## config.mk

```make
export PLATFORM = sky130hd
export DESIGN_NAME = tab_to_space_expander
export DESIGN_NICKNAME = d
export VERILOG_FILES = /design/src/sv/tte_pkg.sv /design/src/sv/tab_to_space_expander.sv /design/src/sv/tte_rem.sv /design/src/sv/tte_front.sv /design/src/sv/tte_queue.sv /design/src/sv/tte_back.sv
export SDC_FILE = /design/constraint.sdc
export NUM_CORES = 1
export LEC_CHECK = 0
export BUFFER_PORTS_ARGS = -buffer_cell sky130_fd_sc_hd__clkbuf_2
export CORE_ASPECT_RATIO = 0.75
export CORE_MARGIN = 2
export CORE_UTILIZATION = 35
export DETAILED_ROUTE_END_ITERATION = 10
export MAX_ROUTING_LAYER = met4
export PLACE_DENSITY = 0.6
export SKIP_CTS_REPAIR_TIMING = 1
export SLEW_MARGIN = 10
export SYNTH_ARGS = -nofsm -noshare
export SYNTH_HDL_FRONTEND = slang
export SYNTH_HIERARCHICAL = 1
export SYNTH_SLANG_ARGS = --single-unit
export TNS_END_PERCENT = 30
```

## constraint.sdc

```tcl
create_clock -name clk_i -period 4.7 [get_ports clk_i]
set_input_delay 0.47 -clock clk_i [delete_from_list [all_inputs] [get_ports clk_i]]
set_output_delay 0.47 -clock clk_i [all_outputs]
set_load 0.05 [all_outputs]
```

## src/sv/tte_pkg.sv

```systemverilog
// Shared types, constants and helper functions of the tab-to-space expander.
`default_nettype none

package tte_pkg;

  // Default geometry
  localparam int COLUMN_BITS_DEF = 16;
  localparam int MAX_TAB_DEF     = 64;
  localparam int QUEUE_DEPTH_DEF = 4;

  // Fixed field widths
  localparam int BYTE_BITS = 8;
  localparam int TW_BITS   = 7;
  localparam int OFF_BITS  = 6;

  // Tab width after reset
  localparam logic [TW_BITS-1:0] TAB_RESET = 7'd8;

  // Character codes
  localparam logic [BYTE_BITS-1:0] CH_TAB   = 8'h09;
  localparam logic [BYTE_BITS-1:0] CH_NL    = 8'h0A;
  localparam logic [BYTE_BITS-1:0] CH_CR    = 8'h0D;
  localparam logic [BYTE_BITS-1:0] CH_BS    = 8'h08;
  localparam logic [BYTE_BITS-1:0] CH_SPACE = 8'h20;

  // One command from the front to the back: a byte and how often to emit it
  typedef struct packed {
    logic [BYTE_BITS-1:0] ch;
    logic [TW_BITS-1:0]   count;
  } cmd_t;

  // Clamp a written tab width into 1..max_tab
  function automatic logic [TW_BITS-1:0] eff_width(input logic [TW_BITS-1:0] tw,
                                                    input logic [TW_BITS-1:0] max_tab);
    logic [TW_BITS-1:0] w;
    w = tw;
    if (tw == '0) begin
      w = 7'd1;
    end else if (tw > max_tab) begin
      w = max_tab;
    end
    return w;
  endfunction

  // One restoring remainder step: shift in a bit, subtract the divisor if it fits
  function automatic logic [OFF_BITS-1:0] rem_step(input logic [OFF_BITS-1:0] rem,
                                                   input logic                bit_in,
                                                   input logic [TW_BITS-1:0]  divisor);
    logic [TW_BITS-1:0] partial;
    logic [TW_BITS-1:0] reduced;
    partial = {rem, bit_in};
    reduced = (partial >= divisor) ? (partial - divisor) : partial;
    return reduced[OFF_BITS-1:0];
  endfunction

endpackage

`default_nettype wire

```

## src/sv/tab_to_space_expander.sv

```systemverilog
// A pushed byte is written into the command queue, then loaded into the output stage
// registers that drive the result ports. One result per cycle while pop is held and
// commands wait: an ordinary byte gives one result, a tab one space per column up to
// the next stop (1..tab width), counted down by the output stage. A tab width write
// holds full high while the bit-serial remainder unit recomputes the tab-stop offsets.
// Reset (rst_ni low, asynchronous): tab width 8, column 0, queue and output empty.
`default_nettype none

module tab_to_space_expander #(
  parameter int COLUMN_BITS = tte_pkg::COLUMN_BITS_DEF,
  parameter int MAX_TAB     = tte_pkg::MAX_TAB_DEF,
  parameter int QUEUE_DEPTH = tte_pkg::QUEUE_DEPTH_DEF
) (
  input  wire logic                          clk_i,
  input  wire logic                          rst_ni,
  input  wire logic                          cfg_we_i,
  input  wire logic [tte_pkg::TW_BITS-1:0]   cfg_wdata_i,
  input  wire logic                          push,
  output logic                               full,
  input  wire logic [tte_pkg::BYTE_BITS-1:0] in_byte_i,
  output logic                               empty,
  input  wire logic                          pop,
  output logic [tte_pkg::BYTE_BITS-1:0]      out_byte_o,
  output logic                               last_o
);

  tte_pkg::cmd_t front_cmd;
  tte_pkg::cmd_t head_cmd;
  logic          front_push;
  logic          q_full, q_empty;
  logic          back_pop;

  // Classify bytes and track the column
  tte_front #(
    .COLUMN_BITS(COLUMN_BITS),
    .MAX_TAB    (MAX_TAB)
  ) u_front (
    .clk_i      (clk_i),
    .rst_ni     (rst_ni),
    .cfg_we_i   (cfg_we_i),
    .cfg_wdata_i(cfg_wdata_i),
    .push_i     (push),
    .in_byte_i  (in_byte_i),
    .full_o     (full),
    .cmd_o      (front_cmd),
    .cmd_push_o (front_push),
    .q_full_i   (q_full)
  );

  // Decouple front and back
  tte_queue #(
    .WIDTH($bits(tte_pkg::cmd_t)),
    .DEPTH(QUEUE_DEPTH)
  ) u_queue (
    .clk_i  (clk_i),
    .rst_ni (rst_ni),
    .push_i (front_push),
    .data_i (front_cmd),
    .full_o (q_full),
    .pop_i  (back_pop),
    .data_o (head_cmd),
    .empty_o(q_empty)
  );

  // Expand commands into result transfers
  tte_back u_back (
    .clk_i      (clk_i),
    .rst_ni     (rst_ni),
    .cmd_i      (head_cmd),
    .cmd_valid_i(~q_empty),
    .cmd_pop_o  (back_pop),
    .empty_o    (empty),
    .pop_i      (pop),
    .out_byte_o (out_byte_o),
    .last_o     (last_o)
  );

endmodule

`default_nettype wire

```

## src/sv/tte_rem.sv

```systemverilog
// Bit-serial remainder unit: column and column maximum modulo the tab width.
`default_nettype none

module tte_rem #(
  parameter int DIVIDEND_BITS = tte_pkg::COLUMN_BITS_DEF
) (
  input  wire logic                         clk_i,
  input  wire logic                         rst_ni,
  input  wire logic                         start_i,
  input  wire logic [tte_pkg::TW_BITS-1:0]  divisor_i,
  input  wire logic [DIVIDEND_BITS-1:0]     dividend_i,
  output logic                              busy_o,
  output logic                              done_o,
  output logic [tte_pkg::OFF_BITS-1:0]      rem_col_o,
  output logic [tte_pkg::OFF_BITS-1:0]      rem_max_o
);

  localparam int CntBits = $clog2(DIVIDEND_BITS + 1);

  logic                             busy_q, busy_d;
  logic                             done_q, done_d;
  logic [CntBits-1:0]               cnt_q, cnt_d;
  logic [DIVIDEND_BITS-1:0]         shift_q, shift_d;
  logic [tte_pkg::TW_BITS-1:0]      divisor_q, divisor_d;
  logic [tte_pkg::OFF_BITS-1:0]     rem_col_q, rem_col_d;
  logic [tte_pkg::OFF_BITS-1:0]     rem_max_q, rem_max_d;

  // Advance one dividend bit per cycle; the maximum column is all ones
  always_comb begin
    busy_d    = busy_q;
    done_d    = 1'b0;
    cnt_d     = cnt_q;
    shift_d   = shift_q;
    divisor_d = divisor_q;
    rem_col_d = rem_col_q;
    rem_max_d = rem_max_q;
    if (start_i) begin
      busy_d    = 1'b1;
      cnt_d     = CntBits'(DIVIDEND_BITS);
      shift_d   = dividend_i;
      divisor_d = divisor_i;
      rem_col_d = '0;
      rem_max_d = '0;
    end else if (busy_q) begin
      rem_col_d = tte_pkg::rem_step(rem_col_q, shift_q[DIVIDEND_BITS-1], divisor_q);
      rem_max_d = tte_pkg::rem_step(rem_max_q, 1'b1, divisor_q);
      shift_d   = shift_q << 1;
      cnt_d     = cnt_q - CntBits'(1);
      if (cnt_q == CntBits'(1)) begin
        busy_d = 1'b0;
        done_d = 1'b1;
      end
    end
  end

  // Control state
  always_ff @(posedge clk_i or negedge rst_ni) begin
    if (!rst_ni) begin
      busy_q <= 1'b0;
      done_q <= 1'b0;
      cnt_q  <= '0;
    end else begin
      busy_q <= busy_d;
      done_q <= done_d;
      cnt_q  <= cnt_d;
    end
  end

  // Datapath
  always_ff @(posedge clk_i) begin
    shift_q   <= shift_d;
    divisor_q <= divisor_d;
    rem_col_q <= rem_col_d;
    rem_max_q <= rem_max_d;
  end

  assign busy_o    = busy_q | done_q;
  assign done_o    = done_q;
  assign rem_col_o = rem_col_q;
  assign rem_max_o = rem_max_q;

endmodule

`default_nettype wire

```

## src/sv/tte_front.sv

```systemverilog
// Front end: accepts bytes, tracks column and tab-stop offset, issues commands.
`default_nettype none

module tte_front #(
  parameter int COLUMN_BITS = tte_pkg::COLUMN_BITS_DEF,
  parameter int MAX_TAB     = tte_pkg::MAX_TAB_DEF
) (
  input  wire logic                          clk_i,
  input  wire logic                          rst_ni,
  input  wire logic                          cfg_we_i,
  input  wire logic [tte_pkg::TW_BITS-1:0]   cfg_wdata_i,
  input  wire logic                          push_i,
  input  wire logic [tte_pkg::BYTE_BITS-1:0] in_byte_i,
  output logic                               full_o,
  output tte_pkg::cmd_t                      cmd_o,
  output logic                               cmd_push_o,
  input  wire logic                          q_full_i
);

  // Tab width in effect after reset, clamped to the widest stop
  localparam int ResetWidth = (MAX_TAB < int'(tte_pkg::TAB_RESET)) ? MAX_TAB
                                                                   : int'(tte_pkg::TAB_RESET);

  localparam logic [COLUMN_BITS-1:0]       ColMax      = '1;
  localparam logic [tte_pkg::TW_BITS-1:0]  MaxTab      = tte_pkg::TW_BITS'(MAX_TAB);
  localparam logic [tte_pkg::OFF_BITS-1:0] MaxModReset =
    tte_pkg::OFF_BITS'(ColMax % COLUMN_BITS'(ResetWidth));

  logic [tte_pkg::TW_BITS-1:0]  tab_width_q, tab_width_d;
  logic [COLUMN_BITS-1:0]       column_q, column_d;
  logic [tte_pkg::OFF_BITS-1:0] stop_off_q, stop_off_d;
  logic [tte_pkg::OFF_BITS-1:0] max_mod_q, max_mod_d;

  logic                         rem_busy, rem_done;
  logic [tte_pkg::OFF_BITS-1:0] rem_col, rem_max;

  logic [tte_pkg::TW_BITS-1:0]  tw;
  logic [tte_pkg::TW_BITS-1:0]  run_len;
  logic [COLUMN_BITS:0]         tab_sum;
  logic                         accept;
  logic                         is_tab;

  // Recompute the offsets after a tab width write
  tte_rem #(
    .DIVIDEND_BITS(COLUMN_BITS)
  ) u_rem (
    .clk_i     (clk_i),
    .rst_ni    (rst_ni),
    .start_i   (cfg_we_i),
    .divisor_i (tte_pkg::eff_width(cfg_wdata_i, MaxTab)),
    .dividend_i(column_q),
    .busy_o    (rem_busy),
    .done_o    (rem_done),
    .rem_col_o (rem_col),
    .rem_max_o (rem_max)
  );

  // Hold input while the offsets are recomputed or the queue is full
  assign full_o = rem_busy | cfg_we_i | q_full_i;
  assign accept = push_i & ~full_o;

  assign tw      = tte_pkg::eff_width(tab_width_q, MaxTab);
  assign run_len = tw - {1'b0, stop_off_q};
  assign tab_sum = {1'b0, column_q} + (COLUMN_BITS + 1)'(run_len);
  assign is_tab  = (in_byte_i == tte_pkg::CH_TAB);

  // Build the command for the back end
  always_comb begin
    cmd_o.ch    = is_tab ? tte_pkg::CH_SPACE : in_byte_i;
    cmd_o.count = is_tab ? run_len : tte_pkg::TW_BITS'(1);
    cmd_push_o  = accept;
  end

  // Advance column and tab-stop offset
  always_comb begin
    tab_width_d = tab_width_q;
    column_d    = column_q;
    stop_off_d  = stop_off_q;
    max_mod_d   = max_mod_q;
    if (cfg_we_i) begin
      tab_width_d = cfg_wdata_i;
    end
    if (rem_done) begin
      stop_off_d = rem_col;
      max_mod_d  = rem_max;
    end
    if (accept) begin
      if (is_tab) begin
        if (tab_sum[COLUMN_BITS]) begin
          column_d   = ColMax;
          stop_off_d = max_mod_q;
        end else begin
          column_d   = tab_sum[COLUMN_BITS-1:0];
          stop_off_d = '0;
        end
      end else if (in_byte_i == tte_pkg::CH_NL || in_byte_i == tte_pkg::CH_CR) begin
        column_d   = '0;
        stop_off_d = '0;
      end else if (in_byte_i == tte_pkg::CH_BS) begin
        if (column_q != '0) begin
          column_d   = column_q - COLUMN_BITS'(1);
          stop_off_d = (stop_off_q == '0) ? tte_pkg::OFF_BITS'(tw - tte_pkg::TW_BITS'(1))
                                          : stop_off_q - tte_pkg::OFF_BITS'(1);
        end
      end else if (column_q != ColMax) begin
        column_d   = column_q + COLUMN_BITS'(1);
        stop_off_d = (({1'b0, stop_off_q} + tte_pkg::TW_BITS'(1)) >= tw) ? '0
                     : stop_off_q + tte_pkg::OFF_BITS'(1);
      end
    end
  end

  always_ff @(posedge clk_i or negedge rst_ni) begin
    if (!rst_ni) begin
      tab_width_q <= tte_pkg::TAB_RESET;
      column_q    <= '0;
      stop_off_q  <= '0;
      max_mod_q   <= MaxModReset;
    end else begin
      tab_width_q <= tab_width_d;
      column_q    <= column_d;
      stop_off_q  <= stop_off_d;
      max_mod_q   <= max_mod_d;
    end
  end

endmodule

`default_nettype wire

```

## src/sv/tte_queue.sv

```systemverilog
// Short register queue of commands between the front and back ends.
`default_nettype none

module tte_queue #(
  parameter int WIDTH = $bits(tte_pkg::cmd_t),
  parameter int DEPTH = tte_pkg::QUEUE_DEPTH_DEF
) (
  input  wire logic             clk_i,
  input  wire logic             rst_ni,
  input  wire logic             push_i,
  input  wire logic [WIDTH-1:0] data_i,
  output logic                  full_o,
  input  wire logic             pop_i,
  output logic [WIDTH-1:0]      data_o,
  output logic                  empty_o
);

  localparam int PtrBits = (DEPTH > 1) ? $clog2(DEPTH) : 1;
  localparam int CntBits = $clog2(DEPTH + 1);
  localparam logic [PtrBits-1:0] LastPtr = PtrBits'(DEPTH - 1);

  logic [WIDTH-1:0]   mem_q [DEPTH];
  logic [PtrBits-1:0] wr_ptr_q, wr_ptr_d;
  logic [PtrBits-1:0] rd_ptr_q, rd_ptr_d;
  logic [CntBits-1:0] cnt_q, cnt_d;
  logic               do_push, do_pop;

  assign full_o  = (cnt_q == CntBits'(DEPTH));
  assign empty_o = (cnt_q == '0);
  assign data_o  = mem_q[rd_ptr_q];
  assign do_push = push_i & ~full_o;
  assign do_pop  = pop_i & ~empty_o;

  // Advance pointers and fill count
  always_comb begin
    wr_ptr_d = wr_ptr_q;
    rd_ptr_d = rd_ptr_q;
    cnt_d    = cnt_q;
    if (do_push) begin
      wr_ptr_d = (wr_ptr_q == LastPtr) ? '0 : wr_ptr_q + PtrBits'(1);
    end
    if (do_pop) begin
      rd_ptr_d = (rd_ptr_q == LastPtr) ? '0 : rd_ptr_q + PtrBits'(1);
    end
    if (do_push && !do_pop) begin
      cnt_d = cnt_q + CntBits'(1);
    end else if (do_pop && !do_push) begin
      cnt_d = cnt_q - CntBits'(1);
    end
  end

  always_ff @(posedge clk_i or negedge rst_ni) begin
    if (!rst_ni) begin
      wr_ptr_q <= '0;
      rd_ptr_q <= '0;
      cnt_q    <= '0;
    end else begin
      wr_ptr_q <= wr_ptr_d;
      rd_ptr_q <= rd_ptr_d;
      cnt_q    <= cnt_d;
    end
  end

  // Store entries
  always_ff @(posedge clk_i) begin
    if (do_push) begin
      mem_q[wr_ptr_q] <= data_i;
    end
  end

endmodule

`default_nettype wire

```

## src/sv/tte_back.sv

```systemverilog
// Back end: emits each command's byte its count of times, marking the last.
`default_nettype none

module tte_back (
  input  wire logic                          clk_i,
  input  wire logic                          rst_ni,
  input  wire tte_pkg::cmd_t                 cmd_i,
  input  wire logic                          cmd_valid_i,
  output logic                               cmd_pop_o,
  output logic                               empty_o,
  input  wire logic                          pop_i,
  output logic [tte_pkg::BYTE_BITS-1:0]      out_byte_o,
  output logic                               last_o
);

  logic                              valid_q, valid_d;
  logic [tte_pkg::BYTE_BITS-1:0]     ch_q, ch_d;
  logic [tte_pkg::TW_BITS-1:0]       left_q, left_d;
  logic                              take, finish, load;

  assign take   = valid_q & pop_i;
  assign finish = take & (left_q == tte_pkg::TW_BITS'(1));
  assign load   = (~valid_q | finish) & cmd_valid_i;

  // Count down the run; fetch the next command as the last transfer goes
  always_comb begin
    valid_d = valid_q;
    ch_d    = ch_q;
    left_d  = left_q;
    if (load) begin
      valid_d = 1'b1;
      ch_d    = cmd_i.ch;
      left_d  = cmd_i.count;
    end else if (finish) begin
      valid_d = 1'b0;
    end else if (take) begin
      left_d = left_q - tte_pkg::TW_BITS'(1);
    end
  end

  always_ff @(posedge clk_i or negedge rst_ni) begin
    if (!rst_ni) begin
      valid_q <= 1'b0;
      left_q  <= '0;
    end else begin
      valid_q <= valid_d;
      left_q  <= left_d;
    end
  end

  always_ff @(posedge clk_i) begin
    ch_q <= ch_d;
  end

  assign cmd_pop_o  = load;
  assign empty_o    = ~valid_q;
  assign out_byte_o = ch_q;
  assign last_o     = (left_q == tte_pkg::TW_BITS'(1));

endmodule

`default_nettype wire
```

==> impl_metrics.json <==
{
  "status": "complete, no violations",
  "htreeDepth": 4,
  "finish.instance_area_mm2": 0.0107,
  "wirelength_um": 22900,
  "fp.dieH_um": 148,
  "drv_slew": 0,
  "rows": 52,
  "hold_class": "input pin to async pin",
  "vias_per_cell": 5.52,
  "fin_crit_sh_pct": 90.4,
  "clkSlewWorstSetupHoldPaths_ns": 0.08,
  "tns_ns": 0,
  "overflow": 0,
  "critical_path_class": "register to register",
  "ys.flop_type": "edfxtp_1",
  "initial_core_util_pct": 35.7,
  "worstSetupStartpointType": "register",
  "diodes": 0,
  "drc_errors": 0,
  "cp-end-kind": "register",
  "p_per_area_mw_per_mm2": 541,
  "grtUsageTotal_pct": 17.0,
  "place.port_buffers": 30,
  "crit_arrival_ns": 4.52,
  "fin_nets": 970,
  "layout-drive-gt1-share_pct": 18.6,
  "syn_inst": 857,
  "maxCapViolations": 0,
  "syn_nets": 944,
  "yosysMostFrequentCell": "edfxtp_1",
  "rsz0062_at_grt": "no",
  "worst_pin_slew_ns": 0.873,
  "antenna_found_initial": 0,
  "synth-seq-cells": 160,
  "seq_area_frac_synth_pct": 45.7,
  "final_hold_viol_count": 0,
  "synthTopCellsByArea": "edfxtp_1, dfrtp_1, ha_1, mux2_2, mux4_2",
  "synth_cell_types": 92,
  "globalplace.congestion": 0.902,
  "cts_tree": "done",
  "synth_top_area_share_pct": 28.4,
  "syn2layout_area_growth_pct": 11.4,
  "grt_pass1_wl_um": 37300,
  "ant_nets": 0,
  "num_vias": 6884,
  "clock_path_buffers": 2,
  "dr.pass1.iters": 5,
  "required_ns": 4.98,
  "synth_warnings": 6,
  "path_max_fanout": 8,
  "grt_max_degree": 58,
  "avgSynthCellArea_um2": 11.2,
  "synth_common_cells": "edfxtp_1, ha_1, dfrtp_1",
  "synthesis.area_mm2": 0.00963,
  "cts_root_buf": "clkbuf_16",
  "die_area_mm2": 0.0289,
  "wl_per_cell_um": 18.3,
  "cts.sinks": 160,
  "fmax_mhz": 235,
  "p_leak_uw": 0.00441,
  "fin_crit_ns": 4.25,
  "io_pins": 31,
  "grt_pass1_vias": 6633,
  "setup_violations": 0,
  "synth-edff-count": 91,
  "placed_area_mm2": 0.0101,
  "finalClockSkew_ns": 0.0122,
  "async_reset_ff_share_pct": 35.6,
  "max-vdd-ir-drop_uv": 238,
  "yosysTopAreaCell": "edfxtp_1",
  "core_mm2": 0.0270,
  "dp_hpwl_um": 16800,
  "die_x_um": 196,
  "numCtsBuffers": 17,
  "clk_latency_ns": 0.43,
  "max_slew_margin_pct": 41.8,
  "drt_iter0_markers": 628
}
final timing paths:
| kind | from | endpoint | slack [ns] | depth (start not counted) |
|---|---|---|---|---|
| hold reg to reg | u_front/u_rem/cnt_q[4] | u_front/u_rem/cnt_q[4] | 0.53 | 2 |
| hold / removal | rst_ni | u_queue/cnt_q[1] | 0.21 | 2 |
| setup reg to reg | u_front/tab_width_q[3] | u_front/column_q[1] | 0.45 | 20 |
| max in group asynchronous | rst_ni | u_front/u_rem/busy_q | 3.95 | 2 |
| setup / recovery | u_front/tab_width_q[3] | u_front/column_q[1] | 0.45 | 20 |
| min in group clk_i | in_byte_i[4] | u_queue/mem_q[3][11] | 0.28 | 1 |
registers in the layout, summed over array words and instances (netlist names), 2 cells and up:
name / count
u_front/u_rem/rem_col_o: 6
u_queue/wr_ptr_q: 2
u_front/u_rem/rem_max_o: 6
u_front/stop_off_q: 6
u_front/u_rem/divisor_q: 7
u_front/u_rem/cnt_q: 5
u_back/out_byte_o: 8
u_front/u_rem/shift_q: 16
u_queue/mem_q: 60
u_queue/cnt_q: 3
u_back/left_q: 7
u_front/column_q: 16
u_front/tab_width_q: 7
u_front/max_mod_q: 6
u_queue/rd_ptr_q: 2
layout by cell type (no fill, tap or decap), types with 15 or more instances in the layout:
master / n
nor3_1: 16
mux4_2: 15
o21ai_0: 45
a21o_1: 19
a21oi_1: 46
edfxtp_1: 91
nand2_1: 41
dfrtp_1: 53
nor2_1: 47
and2_1: 17
clkbuf_16: 17
xnor2_1: 19
nand3_1: 22
mux2_2: 32
buf_4: 16
ha_1: 61
inv_1: 43
a211oi_1: 15
clkbuf_2: 30
xor2_1: 21
critical path: stages, from the launching register on:
cell	delay, ns
dfstp_2	0.55
nor3_1	0.06
a21oi_2	0.17
nor2_1	0.10
inv_1	0.07
ha_1	0.14
inv_1	0.06
fa_1	0.39
a21o_1	0.17
a21oi_1	0.22
o21bai_1	0.09
a21oi_1	0.17
xnor2_1	0.18
ha_1	0.34
and4_1	0.20
a21oi_1	0.19
nand2_2	0.15
and3_2	0.29
buf_4	0.19
a221oi_1	0.25
a21oi_1	0.11
area by class of cell:
type / instances / area, um2
fill: 2601 / 16300
multi-input combinational: 612 / 4830
sequential: 160 / 4400
tap: 351 / 439
clock buffer: 17 / 425
timing repair buffer: 46 / 270
clock inverter: 15 / 184
inverter: 46 / 174
through the flow:
step | hold WS, ns | total power (uW) | util [%] | setup WS, ns | cells
2_1_floorplan | 0.174 | 3800 | - | 0.840 | 857
3_3_place_gp | 0.507 | 4360 | 37.5 | 0.557 | 1215
3_5_place_dp | 0.514 | 4390 | 37.5 | 0.335 | 1215
4_1_cts | 0.244 | 5810 | 39.7 | 0.310 | 1247
5_1_grt | 0.266 | 6210 | 39.7 | 0.0991 | 1247
6_report | 0.211 | 5810 | 39.7 | 0.453 | 1247
cell families (layout without fill, tap and decap cells):
logic type	count (synthesis)	in the layout	synth area share [%]
simple gates	227	227	12.9
flops	160	160	45.7
fa+ha+maj	67	67	9.17
compound gates	218	218	15.6
mux	60	60	8.72
xor+xnor	40	40	3.64
buf+inv	85	124	4.20
layer usage:
metal,vias up,GRT usage [%],share of wire (%)
met1,3392,26.4,53
met3,25,3.17,5.9
li1,3287,-,-
met2,180,21.9,40
met4,0,4.96,1.6
met5,-,-,0
report_power, final:
part / leakage (uW) / switching, uW / internal (uW) / total (uW)
combinational: 0.00240 / 1180 / 1040 / 2220
sequential: 0.00172 / 417 / 1770 / 2190
clock: 0.000289 / 680 / 723 / 1400
total: 0.00441 / 2270 / 3540 / 5810
Note: power is estimated with default switching activity, not from simulation.
